--- config.mk ---
export PLATFORM = sky130hd
export DESIGN_NAME = run_length_escape_encoder_top
export DESIGN_NICKNAME = d
export VERILOG_FILES = /design/src/rtl/rlee_pkg.sv /design/src/rtl/rlee_front.sv /design/src/rtl/rlee_cmd_fifo.sv /design/src/rtl/rlee_back.sv /design/src/rtl/run_length_escape_encoder_top.sv
export SDC_FILE = /design/constraint.sdc
export NUM_CORES = 1
export LEC_CHECK = 0
export ABC_AREA = 1
export BUFFER_PORTS_ARGS = -buffer_cell sky130_fd_sc_hd__buf_2
export CAP_MARGIN = 30
export CORE_MARGIN = 3
export CORE_UTILIZATION = 55
export DETAILED_ROUTE_END_ITERATION = 7
export HOLD_SLACK_MARGIN = 0.1
export PLACE_DENSITY = 0.79
export SLEW_MARGIN = 0
export SYNTH_ARGS = -nofsm -noshare
export SYNTH_HDL_FRONTEND = slang
export SYNTH_SLANG_ARGS = --single-unit
--- constraint.sdc ---
create_clock -name clk -period 2.85 [get_ports clk]
set_clock_uncertainty 0.05 [all_clocks]
set_input_delay 0.57 -clock clk [delete_from_list [all_inputs] [get_ports clk]]
set_output_delay 0.57 -clock clk [all_outputs]
set_load 0.01 [all_outputs]
--- src/rtl/rlee_pkg.sv ---
// shared types and constants of the run-length escape encoder
`timescale 1ns / 1ps

package rlee_pkg;

    // ascii codes used in the token stream
    localparam logic [7:0] ESC_MARK   = 8'h40;
    localparam logic [7:0] DIGIT_ZERO = 8'h30;

    // register indexes on the configuration port
    localparam logic REG_MIN_RUN = 1'b0;
    localparam logic REG_MAX_RUN = 1'b1;

    // register reset values
    localparam logic [3:0] MIN_RUN_RESET = 4'd4;
    localparam logic [3:0] MAX_RUN_RESET = 4'd9;

    // command queue between front and back
    localparam int CMD_DEPTH = 4;
    localparam int CMD_PTR_W = $clog2(CMD_DEPTH);
    localparam int CMD_CNT_W = $clog2(CMD_DEPTH + 1);

    // one input item
    typedef struct packed {
        logic [7:0] in_char;
        logic       end_of_text;
    } text_item_t;

    // one result item
    typedef struct packed {
        logic [7:0] out_byte;
        logic       last_of_burst;
    } code_item_t;

    // one run to flush, already classified
    typedef struct packed {
        logic       esc;
        logic [7:0] run_byte;
        logic [3:0] run_count;
    } cmd_t;

endpackage

--- src/rtl/rlee_front.sv ---
// front end: run tracking and flush classification
`timescale 1ns / 1ps

module rlee_front
(
    input  logic                clk,
    input  logic                rst_n,
    input  logic                push,
    input  rlee_pkg::text_item_t text_item,
    input  logic [3:0]          min_run,
    input  logic [3:0]          max_run,
    input  logic                q_full,
    output logic                q_push,
    output rlee_pkg::cmd_t      q_cmd
);

    localparam logic [3:0] RUN_LOW       = 4'd2;
    localparam logic [3:0] RUN_HIGH      = 4'd9;
    localparam logic [3:0] LITERAL_LIMIT = 4'd3;

    logic [7:0] run_byte_reg;
    logic [7:0] run_byte_next;
    logic [3:0] run_count_reg;
    logic [3:0] run_count_next;
    logic       accept;
    logic       flush;
    logic [3:0] min_eff;
    logic [3:0] max_eff;

    function automatic logic [3:0] clamp_run(input logic [3:0] v);
        logic [3:0] r;
        r = v;
        if (v < RUN_LOW)
        begin
            r = RUN_LOW;
        end
        else if (v > RUN_HIGH)
        begin
            r = RUN_HIGH;
        end
        return r;
    endfunction

    assign accept  = push && !q_full;
    assign min_eff = clamp_run(min_run);
    assign max_eff = clamp_run(max_run);

    // next run state and flush decision
    always_comb
    begin
        run_byte_next  = run_byte_reg;
        run_count_next = run_count_reg;
        flush          = 1'b0;
        if (accept)
        begin
            if (text_item.end_of_text)
            begin
                flush          = (run_count_reg != 4'd0);
                run_byte_next  = 8'd0;
                run_count_next = 4'd0;
            end
            else if (run_count_reg != 4'd0 && text_item.in_char == run_byte_reg
                     && run_count_reg < max_eff)
            begin
                run_count_next = run_count_reg + 4'd1;
            end
            else
            begin
                flush          = (run_count_reg != 4'd0);
                run_byte_next  = text_item.in_char;
                run_count_next = 4'd1;
            end
        end
    end

    // flushed run goes to the queue with its form decided
    always_comb
    begin
        q_push          = flush;
        q_cmd.esc       = (run_count_reg >= min_eff) || (run_count_reg > LITERAL_LIMIT);
        q_cmd.run_byte  = run_byte_reg;
        q_cmd.run_count = run_count_reg;
    end

    // run state
    always_ff @(posedge clk or negedge rst_n)
    begin
        if (!rst_n)
        begin
            run_byte_reg  <= 8'd0;
            run_count_reg <= 4'd0;
        end
        else
        begin
            run_byte_reg  <= run_byte_next;
            run_count_reg <= run_count_next;
        end
    end

endmodule

--- src/rtl/rlee_cmd_fifo.sv ---
// short command queue between front and back
`timescale 1ns / 1ps

module rlee_cmd_fifo
(
    input  logic           clk,
    input  logic           rst_n,
    input  logic           wr,
    input  rlee_pkg::cmd_t wr_cmd,
    output logic           full,
    input  logic           rd,
    output rlee_pkg::cmd_t rd_cmd,
    output logic           not_empty
);

    rlee_pkg::cmd_t                    mem_reg [rlee_pkg::CMD_DEPTH];
    logic [rlee_pkg::CMD_PTR_W-1:0]    wr_ptr_reg;
    logic [rlee_pkg::CMD_PTR_W-1:0]    rd_ptr_reg;
    logic [rlee_pkg::CMD_CNT_W-1:0]    count_reg;
    logic [rlee_pkg::CMD_CNT_W-1:0]    count_next;
    logic                              do_wr;
    logic                              do_rd;

    assign full      = (count_reg == rlee_pkg::CMD_CNT_W'(rlee_pkg::CMD_DEPTH));
    assign not_empty = (count_reg != '0);
    assign do_wr     = wr && !full;
    assign do_rd     = rd && not_empty;
    assign rd_cmd    = mem_reg[rd_ptr_reg];

    // occupancy
    always_comb
    begin
        count_next = count_reg;
        if (do_wr && !do_rd)
        begin
            count_next = count_reg + 1'b1;
        end
        else if (do_rd && !do_wr)
        begin
            count_next = count_reg - 1'b1;
        end
    end

    // pointers and count
    always_ff @(posedge clk or negedge rst_n)
    begin
        if (!rst_n)
        begin
            wr_ptr_reg <= '0;
            rd_ptr_reg <= '0;
            count_reg  <= '0;
        end
        else
        begin
            if (do_wr)
            begin
                wr_ptr_reg <= wr_ptr_reg + 1'b1;
            end
            if (do_rd)
            begin
                rd_ptr_reg <= rd_ptr_reg + 1'b1;
            end
            count_reg <= count_next;
        end
    end

    // storage
    always_ff @(posedge clk)
    begin
        if (do_wr)
        begin
            mem_reg[wr_ptr_reg] <= wr_cmd;
        end
    end

endmodule

--- src/rtl/rlee_back.sv ---
// back end: expands flush commands into output bytes
`timescale 1ns / 1ps

module rlee_back
(
    input  logic                  clk,
    input  logic                  rst_n,
    input  logic                  q_valid,
    input  rlee_pkg::cmd_t        q_cmd,
    output logic                  q_pop,
    input  logic                  pop,
    output logic                  empty,
    output rlee_pkg::code_item_t  code_item
);

    localparam logic [1:0] STEP_MARK  = 2'd0;
    localparam logic [1:0] STEP_BYTE  = 2'd1;
    localparam logic [1:0] STEP_DIGIT = 2'd2;

    rlee_pkg::cmd_t       cur_reg;
    logic                 cur_valid_reg;
    logic [1:0]           step_reg;
    rlee_pkg::code_item_t out_reg;
    logic                 out_valid_reg;
    logic                 load_out;
    logic                 last;
    logic [7:0]           sel_byte;

    // byte for the current step and end of command
    always_comb
    begin
        if (cur_reg.esc)
        begin
            last = (step_reg == STEP_DIGIT);
            case (step_reg)
                STEP_MARK:  sel_byte = rlee_pkg::ESC_MARK;
                STEP_BYTE:  sel_byte = cur_reg.run_byte;
                STEP_DIGIT: sel_byte = rlee_pkg::DIGIT_ZERO + {4'd0, cur_reg.run_count};
                default:    sel_byte = cur_reg.run_byte;
            endcase
        end
        else
        begin
            last     = ({2'd0, step_reg} == cur_reg.run_count - 4'd1);
            sel_byte = cur_reg.run_byte;
        end
    end

    assign load_out = cur_valid_reg && (!out_valid_reg || pop);
    assign q_pop    = q_valid && (!cur_valid_reg || (load_out && last));
    assign empty    = !out_valid_reg;
    assign code_item = out_reg;

    // command in progress
    always_ff @(posedge clk or negedge rst_n)
    begin
        if (!rst_n)
        begin
            cur_valid_reg <= 1'b0;
            step_reg      <= STEP_MARK;
        end
        else
        begin
            if (q_pop)
            begin
                cur_valid_reg <= 1'b1;
                step_reg      <= STEP_MARK;
            end
            else if (load_out)
            begin
                cur_valid_reg <= !last;
                step_reg      <= step_reg + 2'd1;
            end
        end
    end

    always_ff @(posedge clk)
    begin
        if (q_pop)
        begin
            cur_reg <= q_cmd;
        end
    end

    // output register
    always_ff @(posedge clk or negedge rst_n)
    begin
        if (!rst_n)
        begin
            out_valid_reg <= 1'b0;
        end
        else if (load_out)
        begin
            out_valid_reg <= 1'b1;
        end
        else if (pop)
        begin
            out_valid_reg <= 1'b0;
        end
    end

    always_ff @(posedge clk)
    begin
        if (load_out)
        begin
            out_reg.out_byte      <= sel_byte;
            out_reg.last_of_burst <= last;
        end
    end

endmodule

--- src/rtl/run_length_escape_encoder_top.sv ---
// top level of the run-length escape encoder
//
// Input channel: text_item is taken on a clock edge with push high and full
// low. Result channel: while empty is low, code_item holds the oldest byte;
// it is taken on an edge with pop high. Registers min_run (address 0) and
// max_run (address 4) are written and read over the APB port; the user must
// do so only while idle; the block does not check it. A flushed run goes via
// the queue and command register to the output register. Throughput: one
// input item per cycle while full is low; the back end emits one byte per
// cycle while pop is high, set by the single output register. A four-entry
// command queue between the run tracker and the byte expander absorbs
// bursts of escape tokens; full rises when the receiver stalls long enough
// to fill it, or when short runs sent as escape tokens (min_run of 2) arrive
// faster than the back end can spell them out, three bytes for every two
// inputs. Reset clears the pending run, the queue and the output, and sets
// min_run to 4 and max_run to 9. A stalled receiver holds code_item stable.
`timescale 1ns / 1ps

module run_length_escape_encoder_top
(
    input  logic                 clk,
    input  logic                 rst_n,
    input  logic                 push,
    output logic                 full,
    input  rlee_pkg::text_item_t text_item,
    output logic                 empty,
    input  logic                 pop,
    output rlee_pkg::code_item_t code_item,
    input  logic                 psel,
    input  logic                 penable,
    input  logic                 pwrite,
    input  logic [2:0]           paddr,
    input  logic [31:0]          pwdata,
    output logic [31:0]          prdata,
    output logic                 pready
);

    logic [3:0]     min_run_reg;
    logic [3:0]     max_run_reg;
    logic           cfg_wr;
    logic           q_full;
    logic           q_push;
    rlee_pkg::cmd_t q_wr_cmd;
    logic           q_pop;
    rlee_pkg::cmd_t q_rd_cmd;
    logic           q_valid;

    // configuration registers
    assign pready = 1'b1;
    assign cfg_wr = psel && penable && pwrite && pready;

    always_ff @(posedge clk or negedge rst_n)
    begin
        if (!rst_n)
        begin
            min_run_reg <= rlee_pkg::MIN_RUN_RESET;
            max_run_reg <= rlee_pkg::MAX_RUN_RESET;
        end
        else if (cfg_wr)
        begin
            unique case (paddr[2])
                rlee_pkg::REG_MIN_RUN: min_run_reg <= pwdata[3:0];
                rlee_pkg::REG_MAX_RUN: max_run_reg <= pwdata[3:0];
                default:               min_run_reg <= min_run_reg;
            endcase
        end
    end

    // register read
    always_comb
    begin
        unique case (paddr[2])
            rlee_pkg::REG_MIN_RUN: prdata = {28'd0, min_run_reg};
            rlee_pkg::REG_MAX_RUN: prdata = {28'd0, max_run_reg};
            default:               prdata = 32'd0;
        endcase
    end

    assign full = q_full;

    // run tracking
    rlee_front u_front
    (
        .clk       (clk),
        .rst_n     (rst_n),
        .push      (push),
        .text_item (text_item),
        .min_run   (min_run_reg),
        .max_run   (max_run_reg),
        .q_full    (q_full),
        .q_push    (q_push),
        .q_cmd     (q_wr_cmd)
    );

    // command queue
    rlee_cmd_fifo u_fifo
    (
        .clk       (clk),
        .rst_n     (rst_n),
        .wr        (q_push),
        .wr_cmd    (q_wr_cmd),
        .full      (q_full),
        .rd        (q_pop),
        .rd_cmd    (q_rd_cmd),
        .not_empty (q_valid)
    );

    // byte expansion
    rlee_back u_back
    (
        .clk       (clk),
        .rst_n     (rst_n),
        .q_valid   (q_valid),
        .q_cmd     (q_rd_cmd),
        .q_pop     (q_pop),
        .pop       (pop),
        .empty     (empty),
        .code_item (code_item)
    );

endmodule
Yosys cells after proc, flatten, opt, wreduce, memory -nomap -nowiden
Memory sizes are Yosys's and may differ from the RTL's. A register that Yosys moved wholly into a read port is not among the register bits.
Cells that the tools add are included.
- logic and storage cells: 89
- bits in writable memories: 52
- output and inout port bits: 44
- bits in registers: 40
- input port bits: 51
- memories kept: 1
- memories (name ; depth ; bits a word ; rd ports ; clocked after Yosys merged registers in ; wr ports ; RTL line ; source):
    u_fifo.mem_reg ; 4 ; 13 ; 1 ; 1 ; 1 ; rlee_cmd_fifo.sv:16 ; rlee_pkg::cmd_t mem_reg [rlee_pkg::CMD_DEPTH];
- $add $sub $neg: 8
- reductions and logical operators: 30
- bitwise gates (word level): 1
- multiplexer cells: 25
- equal/unequal tests: 5
- magnitude comparators: 7
- operator list (operator ; number):
    32-bit case mux with 2 select lines ; 1
    4-bit two-way mux ; 6
    8-bit two-way mux ; 3
    8-bit case mux with 2 select lines ; 1
    1-bit logical AND ; 12
    1-bit two-way mux ; 10
    8-bit equality test ; 1
    4-bit > comparator (second input constant) ; 2
    4-bit by 2-bit < comparator with 1-bit output (second input constant) ; 2
    6-bit by 4-bit adder with 7-bit output (first input constant) ; 1
    2-bit by 1-bit adder with 2-bit output (second input constant) ; 3
    1-bit zero test ; 6
    3-bit two-way mux ; 2
    2-bit AND reduction ; 3
    2-bit nonzero test ; 3
    4-bit by 1-bit adder with 4-bit output (second input constant) ; 1
    2-bit by 4-bit equality test with 1-bit output ; 1
    4-bit greater-or-equal comparator ; 1
    4-bit by 2-bit > comparator with 1-bit output (second input constant) ; 1
    4-bit < comparator ; 1
    2-bit two-way mux ; 2
    4-bit nonzero test ; 1
    4-bit by 1-bit subtractor with 4-bit output (second input constant) ; 1
    3-bit by 1-bit adder with 3-bit output (second input constant) ; 1
    8 further kinds ; 10

Longest topological paths before layout
Gate-level depths: netlist of run 1.
- depth after elaboration: 13
- gate-level depth with buffers: 17
- depth with buffers taken out: 17

Hierarchy
From an unflattened synthesis of run 1, not the netlist that was laid out.
- cells, all modules: 528
- area, all modules: 5227.5 um^2
- by module, submodules not included (module ; cells an instance ; seq. area each (um^2) ; area an instance (um^2) ; instances):
    rlee_cmd_fifo ; 212 ; 1736.7 ; 2526.2 ; 1
    rlee_back ; 92 ; 760.7 ; 1107.3 ; 1
    rlee_front ; 142 ; 300.3 ; 964.7 ; 1
    run_length_escape_encoder_top ; 82 ; 203.9 ; 629.4 ; 1

Least setup slack after synthesis of run 1
No wires, ideal clock.
- kind: register -> register
- from: register max_run_reg[3]
- to: register u_fifo.count_reg[1] (netlist bit)
- buffers on the path: 0
- stages on the path, launching flop included: 15
- setup time: 0.125 ns
- slack: 0.221 ns
- data arrival time: 2.455 ns
- period minus slack after synthesis: 2.629 ns
- cell sequence: dfstp_2 inv_1 ha_1 nand2_1 nand2_1 nor2_1 nand3_1 nor2_2 nand3_2 nand3_2 inv_1 ha_1 inv_1 fa_1 mux2_2
- elaborated cells on any way between the ends: 15
- those cells by class: 3 x order compare; 6 x mux; 6 x reduce/logical
- RTL lines (what ; RTL line ; source):
    start: declaration ; run_length_escape_encoder_top.sv:39 ; logic [3:0] max_run_reg;
    start signal: assignment ; run_length_escape_encoder_top.sv:57 ; max_run_reg <= rlee_pkg::MAX_RUN_RESET;
    start signal: assignment ; run_length_escape_encoder_top.sv:63 ; rlee_pkg::REG_MAX_RUN: max_run_reg <= pwdata[3:0];
    4-bit > comparator ; rlee_front.sv:37 ; else if (v > RUN_HIGH)
    4-bit two-way mux ; rlee_front.sv:37 ;
    4-bit two-way mux * ; rlee_front.sv:33 ; if (v < RUN_LOW)
    4-bit < comparator * ; rlee_front.sv:63 ; && run_count_reg < max_eff)
    1-bit logical AND * ; rlee_front.sv:63 ;
    1-bit two-way mux * ; rlee_front.sv:62 ; else if (run_count_reg != 4'd0 && text_item.in_char == run_byte_reg
    1-bit two-way mux * ; rlee_front.sv:56 ; if (text_item.end_of_text)
    1-bit two-way mux * ; rlee_front.sv:54 ; if (accept)
    1-bit logical AND * ; rlee_cmd_fifo.sv:26 ; assign do_wr = wr && !full;
    net u_fifo.do_wr ; rlee_cmd_fifo.sv:21 ; logic do_wr;
    1-bit logical AND * ; rlee_cmd_fifo.sv:34 ; if (do_wr && !do_rd)
    3-bit two-way mux * ; rlee_cmd_fifo.sv:34 ;
    net u_fifo.count_next (one bit) ; rlee_cmd_fifo.sv:20 ; logic [rlee_pkg::CMD_CNT_W-1:0] count_next;
    end signal: assignment ; rlee_cmd_fifo.sv:63 ; count_reg <= count_next;
    end: declaration ; rlee_cmd_fifo.sv:19 ; logic [rlee_pkg::CMD_CNT_W-1:0] count_reg;
Mark *: on every way through the listed nets, which the timed path passes. The rest lies on a longest branch.
A chain may end at the register's enable or synchronous reset.

Worst setup path after layout of run 1
- from: register max_run_reg[3]
- to: memory u_fifo.mem_reg[2][6] (netlist bit) (enable)
- longest elaborated chain between the ends: 11
- elaborated cells on any way between the ends: 12
- those cells by class: 3 x order compare; 7 x mux; 2 x reduce/logical
- RTL lines (what ; RTL line ; source):
    4-bit > comparator ; rlee_front.sv:37 ;
    4-bit two-way mux ; rlee_front.sv:37 ;
    4-bit two-way mux * ; rlee_front.sv:33 ;
    4-bit < comparator * ; rlee_front.sv:63 ;
    1-bit logical AND * ; rlee_front.sv:63 ;
    1-bit two-way mux * ; rlee_front.sv:62 ;
    1-bit two-way mux * ; rlee_front.sv:56 ;
    1-bit two-way mux * ; rlee_front.sv:54 ;
    1-bit logical AND * ; rlee_cmd_fifo.sv:26 ;
    1-bit two-way mux * ; rlee_cmd_fifo.sv:70 ; if (do_wr)
    1-bit two-way mux (not written as such) * ; rlee_cmd_fifo.sv:72 ; mem_reg[wr_ptr_reg] <= wr_cmd;
    end: declaration ; rlee_cmd_fifo.sv:16 ;
Every way passes the cells marked *; elsewhere a longest branch is shown, timed or not.

==> out/qor.yml, run 1 <==
outcome:
  outcome: "complete, no violations"
placed_design:
  hpwl_um: 6403
  port_buffers: 35
  gp_congestion: 0.8122
timing:
  rsz0062_at_grt: "no"
  setup_violations: 0
  max_clock_freq_mhz: 372.3
  final.setup.tns_ps: 0
  max_slew.worst_pin.slew_ps: 747.0
  period_share_pct: 94.24
  hold_viol: 0
  finalCriticalPeriod_ps: 2686
  worst_hold_slack_ps: 213.8
  slew_violations: 0
  max_slew_margin_pct: 50.02
routing:
  routedWlPerCell_um: 13.82
  avgViaCountPerCell: 5.156
  drcViolationCount: 0
  drt_wl_total_um: 8751
  drtAntennaViolNets: 0
  num_vias: 3264
  first_pass_iters: 7
  drtIter0Drc: 143
setup_path:
  cp_max_fo: 8
  crit_required_ps: 2870
  cp-start-kind: "flip-flop"
  path_cells: "inv_2 > ha_4 > nand2_1 > nand2_1 > nor2_1 > nand3_1 > nor2_2 > nand3_2 > nand3_4 > buf_4 > nor2_1 > buf_6"
  cp.arrival_ps: 2710
  crit_path_start: "max_run_reg[3]$_DFFE_PN1P_"
  critPathSlowestCell: "dfstp_2"
  cp_slowest_stage_delay_ps: 580
  reg2reg_from: "max_run_reg[3]$_DFFE_PN1P_"
  endpoint_kind: "flip-flop"
  crit_type: "reg -> reg"
cts:
  path_clk_slew_ps: 90
  clock-root-buffer: "clkbuf_8"
  cts_buffer_depth: 2
  clk_latency_ps: 360
  htree_levels: 3
  cts_sinks: 105
  cts_hold_buffers: 0
  cts_inserted_buffers: 9
  cts_tree: "done"
final_layout:
  largest_reg_flops: 52
  area_growth_pct: 10.02
  diodes: 0
  drive_gt1_share_pct: 17.05
  nets: 592
  nFillCells: 651
die:
  coreArea_um2: 8464
  initial_core_util_pct: 58.11
  die_x_um: 100.6
  die_h_um: 100.6
  rows: 33
  num_io_pins: 95
  dieArea_um2: 10110
global_route:
  grt_pass1_wl_um: 14030
  antenna_found_initial: 0
  grt_max_degree: 32
  grt_pass1_vias: 3109
  grt.total_usage_pct: 17.95
  overflow: 0
synth:
  ys_seq_area_share_pct: 61.03
  syn_area_um2: 4918
  synth-compound-area-share_pct: 8.166
  synth_mux_area_share_pct: 0.2289
  yosys.area_share.simple_pct: 14.60
  syn_inst: 471
  syn_avg_cell_area_um2: 10.44
  synth_warnings: 0
  synth.distinct_cells: 34
  synth_top_family_by_area: "simple AND/OR/NAND/NOR gates"
  synth_xor_area_share_pct: 1.603
  ys_ff_latch: 105
  synth_fa_ha_area_share_pct: 4.732
power:
  p_leak_nw: 2.400
  ir_worst_vdd_mv: 0.4158
  pwr_density_cell_nw_per_um2: 831.8
job:
  max_cap_viol_count: 0
min_path:
  hold_path_class: "in -> async"
## per-stage QoR
step	setup WS [ps]	cells	power [W]	util [%]	instance area, um2
finish	164.2	633	0.004501	63.93	5411
global route	43.92	633	0.004809	63.93	5411
global placement	56.92	613	0.003537	61.05	5167
floorplan	220.6	498	0.003218	-	5020
CTS	38.04	631	0.004513	63.52	5376
detailed placement	62.91	615	0.003652	61.32	5190
## final cells by class
class	count	area [um2]	share of cell area, %
flip-flops and latches	105	3002	55.47
multi-input cells	298	1572	29.04
repair buffers	51	302.8	5.595
inverters	58	217.7	4.023
well taps	105	131.4	2.428
clock buffers	10	127.6	2.358
clock inverters	6	58.81	1.087
## worst max-delay path, delay by kind of cell (launching register included)
| family | cells | cell delay (ps) |
|---|---|---|
| fa+ha+maj | 1 | 260 |
| flops | 1 | 580 |
| buf+inv | 3 | 440 |
| simple gates | 8 | 1060 |
## final timing paths
kind                            depth (start not counted)                              end  slack, ps
worst min register to register                          2       min_run_reg[1]$_DFFE_PN0P_        460
max in group asynchronous                               1  u_fifo.count_reg[1]$_DFFE_PN0P_       2070
min in group clk                                        3       max_run_reg[0]$_DFFE_PN1P_        400
worst max register to register                         12   u_fifo.mem_reg[2][6]$_DFFE_PP_        160
worst max-delay path                                   12   u_fifo.mem_reg[2][6]$_DFFE_PP_        160
worst min-delay path                                    1       min_run_reg[1]$_DFFE_PN0P_        210
## where the power goes
part	leakage (nW)	internal [W]	switching (W)
logic	1.24	0.000506	0.000888
clock network	0.0897	0.000401	0.000474
registers	1.07	0.00205	0.000180
total	2.40	0.00296	0.00154
## layer usage
metal / global-route usage [%] / share of wire [%] / up-vias
met4: 5.907 / 1.5 / 0
met3: 4.706 / 5.1 / 12
met5: 0 / 0 / -
li1: - / - / 1603
met2: 32.26 / 53 / 107
met1: 20.80 / 41 / 1542
## synth_stat cells (all sizes together)
cell | number | share of area [%]
nand2 | 91 | 7.7
edfxtp | 74 | 45
inv | 58 | 4.4
o21ai | 56 | 5.7
nor2 | 53 | 4.2
buf | 31 | 4.6
dfrtp | 28 | 14
ha | 17 | 4.3
nand3 | 15 | 1.7
o22ai | 14 | 1.8
xor2 | 7 | 1.2
clkbuf | 6 | 0.46
dfstp | 3 | 1.6
nand4 | 3 | 0.38
and3 | 2 | 0.25
conb | 2 | 0.15
xnor2 | 2 | 0.36
a21boi | 1 | 0.15
a21oi | 1 | 0.10
a31oi | 1 | 0.13
fa | 1 | 0.41
mux2 | 1 | 0.23
nor3b | 1 | 0.25
o21a | 1 | 0.15
o21bai | 1 | 0.15
or2 | 1 | 0.13
## repair_timing
item,4_1_cts,5_1_grt
setup buffers,0,2
resized for setup,0,4
setup endpoints to repair,0,2
## cell usage in the layout (no fill, tap or decap), types with 3 or more instances in the layout
master     n
nand2_1   83
edfxtp_1  74
inv_1     52
o21ai_0   51
nor2_1    50
buf_2     35
conb_1    29
dfrtp_1   28
ha_1      16
o22ai_1   14
buf_4     14
nand3_1   13
clkbuf_8   9
xor2_1     7
inv_2      6
nand2_2    5
o21ai_1    5
nand2_4    3
nor2_2     3
nand4_1    3
dfstp_2    3
## kinds of logic after synthesis
| family | Yosys count |
|---|---|
| AO/OA/AOI/OAI | 75 |
| XOR/XNOR | 9 |
| adder cells (fa/ha/maj) | 18 |
| buffers and inverters | 95 |
| flip-flops | 105 |
| multiplexers | 1 |
| AND/OR/NAND/NOR | 166 |
| other | 2 |
Power figures use the tool's default switching activity.
==> inputs of run 2 (changes only) <==
- CORE_UTILIZATION: 55 -> 56
- PLACE_DENSITY: 0.79 -> 0.8
- SYNTH_HIERARCHICAL: unset -> 1
==> run 2 against run 1 <==
Sequential power barely moved; routed wire length rose by 1.3%; core utilization fell by 0.77 points; fmax is 0.11% higher; sequential share of layout area fell by 2.0 points; synthesized cell count is 12% higher; clock-buffer cell count rose by 1; final area grew 3.8%; hold slack lost 1.6 ps; setup slack gained 3.0 ps; largest power group unchanged.
==> out/qor.yml, run 2 <==
synth:
  synth-compound-area-share_pct: 6.008  # -2.2 points
  synth_mux_area_share_pct: 0  # -0.23 points
  yosys-top-cells-count: "154 x nand2_1, 74 x edfxtp_1, 74 x inv_1, 31 x buf_4, 29 x nand3_1"
  netlist.top_cell.by_area: "edfxtp_1"
  synth.distinct_cells: 38  # +12%
  synthFlopType: "edfxtp_1"
  ys_seq_area_share_pct: 57.42  # -3.6 points
  synth_edf_count: 74  # unchanged
  yosys.area_share.simple_pct: 18.93  # +4.3 points
  synth_top_family_by_area: "simple AND/OR/NAND/NOR gates"
  synth_top_cell_area_share_pct: 42.51  # -2.7 points
  ys_ff_latch: 105  # unchanged
  synth_warnings: 6  # +6
  synth_area_leaders: "edfxtp_1 43%, dfrtp_1 13%, nand2_1 11%"
  syn_inst: 528  # +12%
  synthMostInstantiatedCell: "nand2_1"
  synth_fa_ha_area_share_pct: 4.452  # -0.28 points
  synth_xor_area_share_pct: 1.005  # -0.60 points
  async_reset_ff_share_pct: 29.52  # unchanged
  syn_avg_cell_area_um2: 9.901  # -5.2%
  syn_area_um2: 5228  # +6.3%
final_layout:
  nFillCells: 669  # +2.8%
  nets: 644  # +8.8%
  largest_reg_flops: 52  # unchanged
  area_growth_pct: 7.420
  final_util_pct: 63.16  # -0.77 points
  layout_common_cells: "154 x nand2_1, 74 x inv_1, 74 x edfxtp_1, 35 x buf_2"
  drive_gt1_share_pct: 17.41  # +0.37 points
  diodes: 0  # unchanged
  layout_commonest_cell: "nand2_1"
  instances_no_fill: 688  # +8.7%
placed_design:
  dp_slack_ps: -27.49  # -90.39 ps
  gp_congestion: 0.8696  # +7.1%
  port_buffers: 35  # unchanged
  hpwl_um: 6332  # -1.1%
  dp_cells: 670  # +8.9%
timing:
  finalCriticalPeriod_ps: 2683  # -2.964 ps
  max_slew.worst_pin.slew_ps: 760.8  # +13.83 ps
  setup_violations: 0  # unchanged
  rsz0062_at_grt: "no"
  period_share_pct: 94.13  # -0.10 points
  final.setup.tns_ps: 0  # unchanged
  fin_ws_ps: 167.2  # +2.964 ps
  hold_viol: 0  # unchanged
  max_slew_margin_pct: 49.20  # -0.81 points
  slew_violations: 0  # unchanged
  max_clock_freq_mhz: 372.7  # +0.11%
cts:
  clock-root-buffer: "clkbuf_8"
  htree_levels: 3  # unchanged
  cts_sinks: 105  # unchanged
  cts_buffer_depth: 2  # unchanged
  cts_hold_buffers: 0  # unchanged
  clk_latency_ps: 350  # about the same
  cts_inserted_buffers: 9  # unchanged
  cts_tree: "done"
  path_clk_slew_ps: 90  # about the same
job:
  max_cap_viol_count: 0  # unchanged
die:
  num_io_pins: 95  # unchanged
  rows: 34  # +3.0%
  dieArea_um2: 10530  # +4.1%
  die_x_um: 102.6  # +2.0%
  die_h_um: 102.6  # +2.0%
  coreArea_um2: 8891  # +5.0%
  initial_core_util_pct: 58.80  # +0.69 points
global_route:
  overflow: 0  # unchanged
  grt.total_usage_pct: 17.90  # -0.048 points
  grt_pass1_wl_um: 14500  # +3.3%
  antenna_found_initial: 0  # unchanged
  grt_pass1_vias: 3249  # +4.5%
  grt_max_degree: 55  # +72%
routing:
  drt_wl_total_um: 8861  # +1.3%
  routedWlPerCell_um: 12.88  # -6.8%
  num_vias: 3426  # +5.0%
  avgViaCountPerCell: 4.980  # -3.4%
  drtAntennaViolNets: 0  # unchanged
  drtIter0Drc: 213  # +49%
  drcViolationCount: 0  # unchanged
  first_pass_iters: 4  # -3
power:
  p_total_w: 0.004492  # -0.20%
  ir_worst_vdd_mv: 0.3685  # -11%
  pwr_density_cell_nw_per_um2: 800.0  # -3.8%
  p_leak_nw: 2.673  # +11%
min_path:
  hold_path_class: "in -> async"
setup_path:
  crit_type: "reg -> reg"
  cp_max_fo: 3  # -5
  cp.arrival_ps: 2880  # +170 ps
  endpoint_kind: "flip-flop"
  cp-start-kind: "flip-flop"
  crit_required_ps: 3050  # +180 ps
outcome:
  outcome: "complete, no violations"
## run 2: cell types whose count changed in the layout (fill, tap and decap cells not counted), sizes merged, moves of 2 or more
cell,previous run,this run
nand2,91,163
o22ai,14,2
buf,51,47
a21oi,1,3
nand3,15,31
xor2,7,5
o21ai,56,13
nor2,53,25
o211ai,0,26
inv,58,85
## run 2: cell type report
cell class | instances | area [um2] | area share (%)
multi-input cells | 325 | 1718 | 30.59
repair buffers | 47 | 265.3 | 4.724
inverters | 87 | 330.3 | 5.882
clock inverters | 5 | 32.53 | 0.5793
flip-flops and latches | 105 | 3003 | 53.48
clock buffers | 11 | 131.4 | 2.340
well taps | 108 | 135.1 | 2.406
## run 2: per-stage QoR
| step | hold slack [ps] | area [um2] |
|---|---|---|
| floorplan | 224.4 | 5329 |
| global placement | 431.8 | 5415 |
| detailed placement | 430.3 | 5415 |
| CTS | 219.0 | 5582 |
| global route | 240.5 | 5615 |
| finish | 212.3 | 5615 |
## run 2: timing repair
action | in CTS | in global routing
gates resized for setup | 1 | 3
setup endpoints to repair | 1 | 2
pin swaps | 0 | 1
setup buffers | 0 | 2
## run 2: final timing paths
check                      cells past startpoint                                    to  slack, ps                       start
hold reg to reg                                2            min_run_reg[2]$_DFFE_PN1P_        450  min_run_reg[2]$_DFFE_PN1P_
hold / removal                                 1   u_front/run_byte_reg[0]$_DFFE_PN0P_        210                       rst_n
setup reg to reg                              17       u_fifo/count_reg[1]$_DFFE_PN0P_        170  max_run_reg[3]$_DFFE_PN1P_
min in group clk                               3            min_run_reg[2]$_DFFE_PN1P_        380                   pwdata[2]
setup / recovery                              17       u_fifo/count_reg[1]$_DFFE_PN0P_        170  max_run_reg[3]$_DFFE_PN1P_
max in group asynchronous                      1  u_front/run_count_reg[1]$_DFFE_PN0P_       2040                       rst_n
## run 2: worst max-delay path, stage by stage, from the launching register on
cell	delay (ps)
dfstp_2	540
inv_1	80
ha_4	220
nand2_1	80
nand2_1	50
nor2_1	90
nand3_1	100
nor2_2	160
nand3_2	100
nand2_4	90
nor2_4	40
nand2_1	90
inv_1	50
ha_1	200
inv_1	90
fa_1	410
nand2_1	70
o21ai_0	70
## run 2: cells by family after synthesis
group / Yosys count
AO/OA/AOI/OAI: 47
XOR/XNOR: 6
adder cells (fa/ha/maj): 18
buffers and inverters: 125
flip-flops: 105
other: 2
AND/OR/NAND/NOR: 225
## run 2: report_power, final
part / internal (W) / switching (W) / total [W]
Clock: 0.000315 / 0.000474 / 0.000789
Combinational: 0.000504 / 0.000957 / 0.00146
Sequential: 0.00206 / 0.000187 / 0.00224
Total: 0.00287 / 0.00162 / 0.00449
## run 2: metal layers
layer	GRT usage, %	share of wire (%)	vias to the layer above
li1	-	-	1742
met1	20.82	43	1589
met2	32.87	52	80
met3	2.909	3.3	15
met4	7.064	1.6	0
met5	0	0	-
==> inputs of run 3 (changes only) <==
- GPL_TIMING_DRIVEN: unset -> 0
==> run 3 against run 2 <==
Sequential cell count did not move; via count rose by 4.7%; largest cell class unchanged; clock power rose by 6.0%.
==> out/qor.yml, run 3 (synthesis gave the netlist of run 2 again) <==
cts:
  cts_tree: "done"
  cts_buffer_depth: 2  # unchanged
  htree_levels: 3  # unchanged
  path_clk_slew_ps: 90  # about the same
  cts_inserted_buffers: 9  # unchanged
  clk_latency_ps: 360  # about the same
  clock-root-buffer: "clkbuf_8"
  cts_sinks: 105  # unchanged
  cts_hold_buffers: 0  # unchanged
setup_path:
  crit_type: "reg -> reg"
  cp_max_fo: 7  # +4
  cp.arrival_ps: 2750  # -130 ps
  cp-start-kind: "flip-flop"
  endpoint_kind: "flip-flop"
  crit_required_ps: 2880  # -170 ps
global_route:
  grt_pass1_vias: 3466  # +6.7%
  grt_pass1_wl_um: 15400  # +6.2%
  grt_max_degree: 32  # -42%
  grt.total_usage_pct: 19.10  # +1.2 points
  overflow: 0  # unchanged
  antenna_found_initial: 0  # unchanged
placed_design:
  postPlaceCellArea_um2: 5679  # +4.9%
  gp_congestion: 0.8354  # -3.9%
  port_buffers: 34  # -2.9%
  hpwl_um: 7019  # +11%
timing:
  max_clock_freq_mhz: 368.2  # -1.2%
  period_share_pct: 95.29  # +1.2 points
  finalCriticalPeriod_ps: 2716  # +32.85 ps
  slew_violations: 0  # unchanged
  setup_violations: 0  # unchanged
  hold_viol: 0  # unchanged
  max_slew.worst_pin.slew_ps: 714.1  # -46.74 ps
  worst_hold_slack_ps: 196.8  # -15.47 ps
  max_slew_margin_pct: 52.39  # +3.2 points
routing:
  drcViolationCount: 0  # unchanged
  first_pass_iters: 4  # unchanged
  num_vias: 3587  # +4.7%
  drtAntennaViolNets: 0  # unchanged
  drtIter0Drc: 166  # -22%
  drt_wl_total_um: 9535  # +7.6%
  avgViaCountPerCell: 4.961  # -0.37%
  routedWlPerCell_um: 13.19  # +2.4%
power:
  p_leak_nw: 2.885  # +7.9%
  pwr_density_cell_nw_per_um2: 795.5  # -0.56%
  ir_worst_vdd_mv: 0.3433  # -6.8%
  p_total_w: 0.004734  # +5.4%
die:
  coreArea_um2: 8891  # unchanged
  rows: 34  # unchanged
  die_x_um: 102.6  # unchanged
  num_io_pins: 95  # unchanged
  die_h_um: 102.6  # unchanged
  initial_core_util_pct: 58.80  # unchanged
  dieArea_um2: 10530  # unchanged
final_layout:
  layout_common_cells: "153 x nand2_1, 74 x edfxtp_1, 72 x inv_1, 37 x buf_4, 35 x buf_2"
  finalInstanceArea_um2: 5951  # +6.0%
  largest_reg_flops: 52  # unchanged
  diodes: 0  # unchanged
  area_growth_pct: 13.83
  nets: 679  # +5.4%
  drive_gt1_share_pct: 23.09  # +5.7 points
  layout_commonest_cell: "nand2_1"
  nFillCells: 674  # +0.75%
min_path:
  hold_path_class: "in -> async"
outcome:
  outcome: "complete, no violations"
job:
  max_cap_viol_count: 0  # unchanged
[run 3: cell count changes in the layout (fill, tap and decap cells not counted), sizes merged]
cell	delta
clkinvlp	-3
inv	+1
clkbuf	+3
buf	+34
[run 3: worst max-delay path: stages (launching register included)]
cell,delay [ps]
dfstp_2,540
inv_1,80
ha_4,270
nand2_1,60
nand2_1,60
nor2_1,40
nand3_1,90
nor2_2,60
nand3_2,90
nand2_4,60
nor2_4,170
nand2_4,90
nor2_1,540
buf_6,230
[run 3: path summary, 6_finish.rpt]
check / to / slack (ps) / startpoint / cells after the start
min in group clk: max_run_reg[0]$_DFFE_PN1P_ / 380 / pwdata[0] / 3
worst min-delay path: u_front/run_byte_reg[1]$_DFFE_PN0P_ / 200 / rst_n / 1
max in group asynchronous: u_front/run_count_reg[0]$_DFFE_PN0P_ / 2040 / rst_n / 1
worst min register to register: max_run_reg[0]$_DFFE_PN1P_ / 450 / max_run_reg[0]$_DFFE_PN1P_ / 2
worst max register to register: u_fifo/mem_reg[0][5]$_DFFE_PP_ / 130 / max_run_reg[3]$_DFFE_PN1P_ / 13
worst max-delay path: u_fifo/mem_reg[0][5]$_DFFE_PP_ / 130 / max_run_reg[3]$_DFFE_PN1P_ / 13
[run 3: where the power goes]
part	total (W)	internal [W]	switching (W)
clock	0.000836	0.000370	0.000466
combinational	0.00164	0.000612	0.00103
sequential	0.00226	0.00206	0.000202
total	0.00473	0.00304	0.00170
[run 3: metal layers]
layer,up-vias,track usage (%),wire (um)
li1,1807,-,-
met1,1658,20.50,3789
met2,101,35.50,5095
met3,21,4.263,461
met4,0,8.779,188
met5,-,0,0
[run 3: through the flow]
step	instances	setup WS, ps	util [%]	setup TNS, ps
detailed placement	701	-402.1	63.88	-5743
global route	723	-28.86	66.93	-178.5
CTS	719	1.056	66.20	0
global placement	697	-415.5	63.37	-20420
finish	723	134.3	66.93	0
floorplan	555	8.708	-	0
[run 3: layout make-up]
| type | count | area [um2] | area share, % |
|---|---|---|---|
| Buffer | 38 | 299.0 | 5.025 |
| Clock buffer | 13 | 160.2 | 2.691 |
| Clock inverter | 3 | 16.27 | 0.2733 |
| Inverter | 87 | 330.3 | 5.551 |
| Multi-Input combinational cell | 325 | 1745 | 29.33 |
| Sequential cell | 105 | 3004 | 50.48 |
| Tap cell | 108 | 135.1 | 2.271 |
| Timing Repair Buffer | 44 | 260.3 | 4.373 |
[run 3: timing repair]
action	CTS	global route
pin swaps	1	3
resized for setup	4	10
buffers inserted	2	4
setup endpoints to repair	55	34
